==> src/hdl/periodic_timer_bank_core_defines.svh <==
// Assertion macros shared by the timer bank RTL.
// Expects signals named clk and arst_n in the scope of use.
`ifndef PERIODIC_TIMER_BANK_CORE_DEFINES_SVH
`define PERIODIC_TIMER_BANK_CORE_DEFINES_SVH

// Same-cycle implication, disabled while reset is asserted.
`define PTB_ASSERT_IMP(lbl, ante, cons, msg) \
	lbl: assert property (@(posedge clk) disable iff (!arst_n) (ante) |-> (cons)) \
		else $error(msg);

// Next-cycle implication, disabled while reset is asserted.
`define PTB_ASSERT_NXT(lbl, ante, cons, msg) \
	lbl: assert property (@(posedge clk) disable iff (!arst_n) (ante) |=> (cons)) \
		else $error(msg);

`endif

==> src/hdl/ptb_pkg.sv <==
// Shared types and constants of the periodic timer bank.
// No dependencies.
package ptb_pkg;

	localparam int TIU_W       = 5;
	localparam int FIELD_W     = 32;
	localparam int OUT_IDX_W   = 4;
	localparam int MAX_RESULTS = 16;
	localparam int RCNT_W      = 5;

	typedef enum logic [1:0] {
		FN_TICK   = 2'd0,
		FN_ARM    = 2'd1,
		FN_DISARM = 2'd2
	} func_t;

	typedef enum logic [1:0] {
		ST_IDLE,
		ST_SCAN,
		ST_FLUSH
	} state_t;

	// Sequencer to result stage.
	typedef struct packed {
		logic                 push;
		logic                 flush;
		logic [OUT_IDX_W-1:0] idx;
	} res_req_t;

	// Result stage to sequencer.
	typedef struct packed {
		logic room;
		logic pend;
	} res_sts_t;

endpackage

==> src/hdl/periodic_timer_bank_core.sv <==
// Periodic timer bank top level: config register, sequencer, state memories, result stage.
// Depends on ptb_pkg, ptb_mem, ptb_ctrl, ptb_out and the assertion macro header.
//
//   channel   | dir | handshake             | payload
//   ----------+-----+-----------------------+------------------------------------
//   cfg       | in  | cfg_valid / cfg_ready | cfg_data (timers_in_use)
//   in        | in  | in_valid / in_ready   | func, timer_index, timeout, interval
//   out       | out | out_valid / out_ready | expired_timer, last
//
// Arm, disarm and unused codes are taken straight from idle. A tick is accepted,
// then scans min(timers_in_use, NUM_TIMERS) timers and drains the result stage.
// The scan is a one-entry-per-cycle read-modify-write, held while an expiry
// stalls on the result stage, through the single write port of the count memory.
// Reset clears the config register, the sequencer and the per-entry valid bits;
// no clearing pass is needed. A stalled output stops the scan only when an
// expiry finds both the pending word and the output register full.
`include "periodic_timer_bank_core_defines.svh"

module periodic_timer_bank_core import ptb_pkg::*; #(
	parameter int NUM_TIMERS  = 16,
	parameter int COUNT_WIDTH = 32
) (
	input  logic                 clk,
	input  logic                 arst_n,
	input  logic                 cfg_valid,
	output logic                 cfg_ready,
	input  logic [TIU_W-1:0]     cfg_data,
	input  logic                 in_valid,
	output logic                 in_ready,
	input  logic [1:0]           func,
	input  logic [3:0]           timer_index,
	input  logic [FIELD_W-1:0]   timeout,
	input  logic [FIELD_W-1:0]   interval,
	output logic                 out_valid,
	input  logic                 out_ready,
	output logic [OUT_IDX_W-1:0] expired_timer,
	output logic                 last
);

	localparam int IDX_W = (NUM_TIMERS > 1) ? $clog2(NUM_TIMERS) : 1;

	logic [TIU_W-1:0]       tiu_q;
	logic                   rd_en;
	logic [IDX_W-1:0]       rd_addr;
	logic [COUNT_WIDTH-1:0] rd_rem;
	logic [COUNT_WIDTH-1:0] rd_rld;
	logic                   rem_we;
	logic                   rld_we;
	logic [IDX_W-1:0]       wr_addr;
	logic [COUNT_WIDTH-1:0] wr_rem;
	logic [COUNT_WIDTH-1:0] wr_rld;
	res_req_t               res_req;
	res_sts_t               res_sts;

	// The user must send config writes only while the bank is idle; not enforced here, always take them.
	assign cfg_ready = 1'b1;

	always_ff @(posedge clk or negedge arst_n) begin
		if (!arst_n) begin
			tiu_q <= '0;
		end else if (cfg_valid && cfg_ready) begin
			tiu_q <= cfg_data;
		end
	end

	// Sequencer: arm and disarm write straight through, a tick walks the bank.
	ptb_ctrl #(
		.NUM_TIMERS  (NUM_TIMERS),
		.COUNT_WIDTH (COUNT_WIDTH),
		.IDX_W       (IDX_W)
	) u_ctrl (
		.clk         (clk),
		.arst_n      (arst_n),
		.in_valid    (in_valid),
		.in_ready    (in_ready),
		.func        (func),
		.timer_index (timer_index),
		.timeout     (timeout),
		.interval    (interval),
		.tiu         (tiu_q),
		.rd_en       (rd_en),
		.rd_addr     (rd_addr),
		.rd_rem      (rd_rem),
		.rd_rld      (rd_rld),
		.rem_we      (rem_we),
		.rld_we      (rld_we),
		.wr_addr     (wr_addr),
		.wr_rem      (wr_rem),
		.wr_rld      (wr_rld),
		.res_req     (res_req),
		.res_sts     (res_sts)
	);

	// State memories; the write of entry k overlaps the read of entry k+1 only.
	ptb_mem #(
		.NUM_TIMERS  (NUM_TIMERS),
		.COUNT_WIDTH (COUNT_WIDTH),
		.IDX_W       (IDX_W)
	) u_mem (
		.clk     (clk),
		.arst_n  (arst_n),
		.rd_en   (rd_en),
		.rd_addr (rd_addr),
		.rd_rem  (rd_rem),
		.rd_rld  (rd_rld),
		.rem_we  (rem_we),
		.rld_we  (rld_we),
		.wr_addr (wr_addr),
		.wr_rem  (wr_rem),
		.wr_rld  (wr_rld)
	);

	// Hold each expiry until the next one (or the end of the scan) settles last.
	ptb_out u_out (
		.clk           (clk),
		.arst_n        (arst_n),
		.res_req       (res_req),
		.res_sts       (res_sts),
		.out_valid     (out_valid),
		.out_ready     (out_ready),
		.expired_timer (expired_timer),
		.last          (last)
	);

	// Idle means every word of the previous tick has left the pending slot.
	`PTB_ASSERT_IMP(a_idle_drained, in_ready, !res_sts.pend, "ready with a word still pending")
	// A word is either pushed mid-scan or flushed at the end, never both.
	`PTB_ASSERT_IMP(a_push_xor_flush, res_req.push, !res_req.flush, "push and flush together")
	// A blocked expiry must not commit its reload to memory.
	`PTB_ASSERT_IMP(a_stall_no_write, res_req.push && !res_sts.room, !rem_we,
		"count written back during a stall")

endmodule

==> src/hdl/ptb_mem.sv <==
// Timer state memories: remaining count with per-entry valid bits, reload count.
// Depends on ptb_pkg. Registered read.
module ptb_mem import ptb_pkg::*; #(
	parameter int NUM_TIMERS  = 16,
	parameter int COUNT_WIDTH = 32,
	parameter int IDX_W       = 4
) (
	input  logic                   clk,
	input  logic                   arst_n,
	input  logic                   rd_en,
	input  logic [IDX_W-1:0]       rd_addr,
	output logic [COUNT_WIDTH-1:0] rd_rem,
	output logic [COUNT_WIDTH-1:0] rd_rld,
	input  logic                   rem_we,
	input  logic                   rld_we,
	input  logic [IDX_W-1:0]       wr_addr,
	input  logic [COUNT_WIDTH-1:0] wr_rem,
	input  logic [COUNT_WIDTH-1:0] wr_rld
);

	logic [COUNT_WIDTH-1:0] rem_mem [NUM_TIMERS];
	logic [COUNT_WIDTH-1:0] rld_mem [NUM_TIMERS];
	logic [NUM_TIMERS-1:0]  vld_q;
	logic [COUNT_WIDTH-1:0] rem_rd_q;
	logic [COUNT_WIDTH-1:0] rld_rd_q;
	logic                   vld_rd_q;

	always_ff @(posedge clk) begin
		if (rem_we) begin
			rem_mem[wr_addr] <= wr_rem;
		end
		if (rld_we) begin
			rld_mem[wr_addr] <= wr_rld;
		end
	end

	// An entry never written reads as zero (disarmed).
	always_ff @(posedge clk or negedge arst_n) begin
		if (!arst_n) begin
			vld_q <= '0;
		end else if (rem_we) begin
			vld_q[wr_addr] <= 1'b1;
		end
	end

	// Hold read data while the sequencer stalls.
	always_ff @(posedge clk) begin
		if (rd_en) begin
			rem_rd_q <= rem_mem[rd_addr];
			rld_rd_q <= rld_mem[rd_addr];
			vld_rd_q <= vld_q[rd_addr];
		end
	end

	assign rd_rem = vld_rd_q ? rem_rd_q : '0;
	assign rd_rld = rld_rd_q;

endmodule

==> src/hdl/ptb_ctrl.sv <==
// Sequencer: arm/disarm writes and the read-modify-write scan of a tick.
// Depends on ptb_pkg; drives ptb_mem and the result stage.
module ptb_ctrl import ptb_pkg::*; #(
	parameter int NUM_TIMERS  = 16,
	parameter int COUNT_WIDTH = 32,
	parameter int IDX_W       = 4
) (
	input  logic                   clk,
	input  logic                   arst_n,
	input  logic                   in_valid,
	output logic                   in_ready,
	input  logic [1:0]             func,
	input  logic [3:0]             timer_index,
	input  logic [FIELD_W-1:0]     timeout,
	input  logic [FIELD_W-1:0]     interval,
	input  logic [TIU_W-1:0]       tiu,
	output logic                   rd_en,
	output logic [IDX_W-1:0]       rd_addr,
	input  logic [COUNT_WIDTH-1:0] rd_rem,
	input  logic [COUNT_WIDTH-1:0] rd_rld,
	output logic                   rem_we,
	output logic                   rld_we,
	output logic [IDX_W-1:0]       wr_addr,
	output logic [COUNT_WIDTH-1:0] wr_rem,
	output logic [COUNT_WIDTH-1:0] wr_rld,
	output res_req_t               res_req,
	input  res_sts_t               res_sts
);

	state_t            state_q, state_d;
	logic [TIU_W-1:0]  rd_cnt_q;
	logic [TIU_W-1:0]  idx_s1_q;
	logic [RCNT_W-1:0] cnt_q;
	logic [TIU_W-1:0]  scan_len;
	logic              in_acc;
	logic              idx_ok;
	logic              start;
	logic              nz;
	logic              expire;
	logic              push;
	logic              stall;
	logic              advance;
	logic              more;

	always_comb begin
		if (32'(tiu) > NUM_TIMERS) begin
			scan_len = TIU_W'(NUM_TIMERS);
		end else begin
			scan_len = tiu;
		end
	end

	assign in_acc  = in_valid && in_ready;
	assign idx_ok  = 32'(timer_index) < NUM_TIMERS;
	assign start   = in_acc && (func == FN_TICK) && (scan_len != '0);
	assign nz      = |rd_rem;
	assign expire  = rd_rem == COUNT_WIDTH'(1);
	assign push    = (state_q == ST_SCAN) && expire && (cnt_q < RCNT_W'(MAX_RESULTS));
	assign stall   = push && !res_sts.room;
	assign advance = (state_q == ST_SCAN) && !stall;
	assign more    = rd_cnt_q < scan_len;

	always_comb begin
		state_d = state_q;
		unique case (state_q)
			ST_IDLE: begin
				if (start) begin
					state_d = ST_SCAN;
				end
			end
			ST_SCAN: begin
				if (advance && !more) begin
					state_d = ST_FLUSH;
				end
			end
			ST_FLUSH: begin
				if (res_sts.room) begin
					state_d = ST_IDLE;
				end
			end
			default: state_d = ST_IDLE;
		endcase
	end

	always_comb begin
		in_ready      = state_q == ST_IDLE;
		rd_en         = 1'b0;
		rd_addr       = IDX_W'(rd_cnt_q);
		rem_we        = 1'b0;
		rld_we        = 1'b0;
		wr_addr       = IDX_W'(idx_s1_q);
		wr_rem        = '0;
		wr_rld        = COUNT_WIDTH'(interval);
		res_req.push  = 1'b0;
		res_req.flush = 1'b0;
		res_req.idx   = OUT_IDX_W'(idx_s1_q);
		unique case (state_q)
			ST_IDLE: begin
				if (start) begin
					rd_en   = 1'b1;
					rd_addr = '0;
				end else if (in_acc && idx_ok && (func == FN_ARM)) begin
					rem_we  = 1'b1;
					rld_we  = 1'b1;
					wr_addr = IDX_W'(timer_index);
					wr_rem  = COUNT_WIDTH'(timeout);
				end else if (in_acc && idx_ok && (func == FN_DISARM)) begin
					rem_we  = 1'b1;
					wr_addr = IDX_W'(timer_index);
				end
			end
			ST_SCAN: begin
				res_req.push = push;
				if (advance) begin
					rem_we = nz;
					wr_rem = expire ? rd_rld : rd_rem - COUNT_WIDTH'(1);
					rd_en  = more;
				end
			end
			ST_FLUSH: begin
				res_req.flush = 1'b1;
			end
			default: ;
		endcase
	end

	always_ff @(posedge clk or negedge arst_n) begin
		if (!arst_n) begin
			state_q  <= ST_IDLE;
			rd_cnt_q <= '0;
			idx_s1_q <= '0;
			cnt_q    <= '0;
		end else begin
			state_q <= state_d;
			if (start) begin
				rd_cnt_q <= TIU_W'(1);
				idx_s1_q <= '0;
				cnt_q    <= '0;
			end else if (advance) begin
				if (push) begin
					cnt_q <= cnt_q + RCNT_W'(1);
				end
				if (more) begin
					idx_s1_q <= rd_cnt_q;
					rd_cnt_q <= rd_cnt_q + TIU_W'(1);
				end
			end
		end
	end

endmodule

==> src/hdl/ptb_out.sv <==
// Result stage: one pending word plus the output register, so last is known.
// Depends on ptb_pkg.
module ptb_out import ptb_pkg::*; (
	input  logic                 clk,
	input  logic                 arst_n,
	input  res_req_t             res_req,
	output res_sts_t             res_sts,
	output logic                 out_valid,
	input  logic                 out_ready,
	output logic [OUT_IDX_W-1:0] expired_timer,
	output logic                 last
);

	logic                 pend_valid_q;
	logic [OUT_IDX_W-1:0] pend_idx_q;
	logic                 out_valid_q;
	logic [OUT_IDX_W-1:0] out_idx_q;
	logic                 out_last_q;
	logic                 out_free;
	logic                 move;

	assign out_free     = !out_valid_q || out_ready;
	assign move         = pend_valid_q && out_free && (res_req.push || res_req.flush);
	assign res_sts.room = !pend_valid_q || out_free;
	assign res_sts.pend = pend_valid_q;

	always_ff @(posedge clk or negedge arst_n) begin
		if (!arst_n) begin
			pend_valid_q <= 1'b0;
			out_valid_q  <= 1'b0;
		end else begin
			if (move) begin
				out_valid_q <= 1'b1;
			end else if (out_ready) begin
				out_valid_q <= 1'b0;
			end
			if (res_req.push && res_sts.room) begin
				pend_valid_q <= 1'b1;
			end else if (move) begin
				pend_valid_q <= 1'b0;
			end
		end
	end

	always_ff @(posedge clk) begin
		if (move) begin
			out_idx_q  <= pend_idx_q;
			out_last_q <= res_req.flush;
		end
		if (res_req.push && res_sts.room) begin
			pend_idx_q <= res_req.idx;
		end
	end

	assign out_valid     = out_valid_q;
	assign expired_timer = out_idx_q;
	assign last          = out_last_q;

endmodule

==> config.mk <==
export PLATFORM = sky130hd
export DESIGN_NAME = periodic_timer_bank_core
export DESIGN_NICKNAME = d
export VERILOG_FILES = /design/src/hdl/ptb_pkg.sv /design/src/hdl/periodic_timer_bank_core.sv /design/src/hdl/ptb_mem.sv /design/src/hdl/ptb_ctrl.sv /design/src/hdl/ptb_out.sv
export VERILOG_INCLUDE_DIRS = /design/src /design/src/hdl
export SDC_FILE = /design/constraint.sdc
export NUM_CORES = 2
export LEC_CHECK = 0
export BUFFER_PORTS_ARGS = -buffer_cell sky130_fd_sc_hd__buf_2
export CELL_PAD_IN_SITES_DETAIL_PLACEMENT = 0
export CELL_PAD_IN_SITES_GLOBAL_PLACEMENT = 1
export CORE_ASPECT_RATIO = 1.2
export CORE_MARGIN = 2
export CORE_UTILIZATION = 32
export CTS_CLUSTER_DIAMETER = 80
export CTS_CLUSTER_SIZE = 12
export DETAILED_ROUTE_END_ITERATION = 10
export PLACE_DENSITY = 0.55
export SLEW_MARGIN = 30
export SYNTH_ARGS = -nofsm -noshare
export SYNTH_HDL_FRONTEND = slang
export SYNTH_HIERARCHICAL = 1
export SYNTH_SLANG_ARGS = --single-unit
==> constraint.sdc <==
create_clock -name clk -period 5.4 [get_ports clk]
set_input_delay 0.81 -clock clk [delete_from_list [all_inputs] [get_ports clk]]
set_output_delay 0.81 -clock clk [all_outputs]
set_load 0.01 [all_outputs]
==> reports/qor.json <==
{
  "power_and_ir_drop": {
    "power.ir.vdd_worst_uv": 337,
    "powerDensity_nw_per_um2": 513,
    "p_leak_nw": 16.0,
    "power.total_mw": 26.0
  },
  "clock_network": {
    "worstSkewPairLatency_ps": 730,
    "worst_setup_hold_path_clk_slew_ps": 60,
    "ctsHoldBuffers": 0,
    "cts_root_buf": "clkbuf_16",
    "htree_levels": 3,
    "tritoncts_clock_tree": "built",
    "cts_resized": 0,
    "max-clock-path-buffers": 3,
    "cts_made_buffers": 105,
    "post_cts.repair.setup_buffers": 0,
    "clock_sinks": 1137
  },
  "setup_path": {
    "critical_path.max_fanout": 32,
    "timing.critical_path.from_type": "register",
    "beginning_of_the_critical_path": "u_mem/vld_rd_q",
    "worst_ep_arrival_time_ps": 5120,
    "worstPathRequired_ps": 5810,
    "worstRegToRegCells": 11,
    "regToRegEndpoint": "u_mem/rem_mem[9][11]",
    "worstReg2RegStart": "u_mem/vld_rd_q",
    "worstSetupPathType": "register to register",
    "ff2ff_setup_slack_ps": 690,
    "endpoint_of_the_most_critical_setup_path": "u_mem/rem_mem[9][11]",
    "end_kind": "register"
  },
  "min_path": {
    "worstHoldPathType": "input port to async pin"
  },
  "placed_design": {
    "number_of_port_buffers": 86,
    "dp_worst_setup_slack_ps": 645,
    "hpwlAfterDp_mm": 70.4,
    "place_congestion": 0.862
  },
  "floorplanning": {
    "standard_cell_rows": 150,
    "die-area_sq_um": 143000,
    "die_h_um": 413,
    "die_x_um": 345,
    "placeableCoreArea_sq_um": 139000,
    "initial_utilization_pct": 32.2,
    "top_level_ports": 88
  },
  "sta": {
    "timing.max_slew.rel_slack_pct": 37.0,
    "fmax_ghz": 0.212,
    "worst_setup_margin_ps": 691,
    "skew_ps": 51.2,
    "final_hold_viol_count": 0,
    "period_share_pct": 87.2,
    "fin_tns_setup_ps": 0,
    "final.min_clock_period_ps": 4710,
    "timing.final.setup_violations": 0,
    "worst_slew_pin_slew_ps": 943,
    "grt_setup_unrepaired": "no",
    "slew_violations": 0
  },
  "finish": {
    "seq_area_sq_um": 33900,
    "n_fill_cell": 12700,
    "area_delta_synth_final_pct": 13.6,
    "ratio_of_cells_with_drive_above_1_in_the_final_layout_pct": 26.7,
    "final_nets": 2387,
    "multi_input_comb_area_sq_um": 10200,
    "fin_util_pct": 36.5
  },
  "global_route": {
    "grt_usage_pct": 16.0,
    "first_global_vias": 22500,
    "wire_length_of_the_first_global_routing_pass_mm": 164,
    "grt_start_max_net_pins": 86,
    "globalRoute.totalOverflow": 0,
    "antenna_found_initial": 16
  },
  "yosys": {
    "synth_area_sq_um": 44700,
    "avgSynthCellArea_sq_um": 20.7,
    "netlist_instances": 2161,
    "synth_warnings": 6,
    "mappedNetlistNets": 2250
  },
  "run": {
    "drv.max_cap_violation_count": 0
  },
  "status": {
    "status": "completed"
  },
  "detailed_routing": {
    "route.vias.total": 21400,
    "post-route-drc-count": 0,
    "drtIter0Drc": 1969,
    "detailedRoute.firstPassIterationCount": 5,
    "wire_per_inst_um": 27.3,
    "post_drt_via_cell_ratio": 5.11,
    "drt.antenna.violating_nets": 0,
    "drt-total-wl_mm": 114
  }
}
-- stage by stage --
step | cell area, sq um | cells | hold WS [ps]
final | 50800 | 4184 | 102
after global routing | 50800 | 4183 | 105
after CTS | 50700 | 4183 | 55.5
after detailed placement | 47700 | 4015 | 407
after global placement | 47700 | 4014 | 406
after floorplan | 44700 | 2161 | 400
-- placed cells by master, fill, tap and decap left out, types with 32 or more instances in the layout --
master	count
edfxtp_1	1098
mux4_2	260
a22oi_1	131
nand2_1	116
clkbuf_16	105
buf_2	85
buf_4	70
clkbuf_1	55
dfrtp_1	39
nor2_4	36
nor2_1	32
and2_1	32
-- flip-flops by register name, indices dropped and copies added (netlist names), 2 cells and up --
| name | cells |
|---|---|
| u_ctrl/cnt_q | 5 |
| tiu_q | 5 |
| u_mem/rld_mem | 512 |
| u_mem/rd_rld | 32 |
| u_mem/rem_mem | 512 |
| u_ctrl/rd_cnt_q | 5 |
| u_out/expired_timer | 4 |
| u_ctrl/state_q | 2 |
| u_ctrl/idx_s1_q | 4 |
| u_mem/rem_rd_q | 32 |
| u_out/pend_idx_q | 4 |
| u_mem/vld_q | 16 |
-- critical path, cell delays in order (launching register included) --
cell and delay, ps:
edfxtp_1 880, and2_1 350, inv_1 110, ha_1 210, inv_1 120, nor3_1 90
nand4_2 190, nand2_1 90, o21ai_0 640, nand3b_1 450, nor2_4 850, buf_4 380
-- layout make-up --
cell class / count / area share, %
Clock buffer: 160 / 5.58
Tap cell: 1824 / 4.50
Multi-Input combinational cell: 866 / 20.0
Inverter: 13 / 0.0961
Sequential cell: 1137 / 66.9
Timing Repair Buffer: 175 / 2.65
Antenna cell: 1 / 0.00493
Clock inverter: 8 / 0.271
-- routing by layer --
metal | vias to the layer above | routed length (um) | GRT usage (%)
met5 | - | 110 | 0
met4 | 16 | 3130 | 5.44
li1 | 9170 | - | -
met3 | 154 | 6150 | 3.18
met2 | 549 | 59000 | 28.0
met1 | 11500 | 46000 | 19.8
-- where the power goes --
part / internal, mW / switching, mW
Sequential: 11.1 / 0.290
Combinational: 2.98 / 4.96
Clock: 3.60 / 3.13
-- worst min path at each step --
stage	endpoint	slack, ps	depth (start not counted)
after detailed placement	u_out/expired_timer[3]	410	0
after global placement	u_out/expired_timer[1]	410	0
after CTS	u_ctrl/state_q[1]	60	1
after floorplan	u_out/expired_timer[0]	400	0
final	u_ctrl/state_q[1]	100	1
after global routing	u_ctrl/state_q[1]	110	1
(Power assumes the default switching activity.)
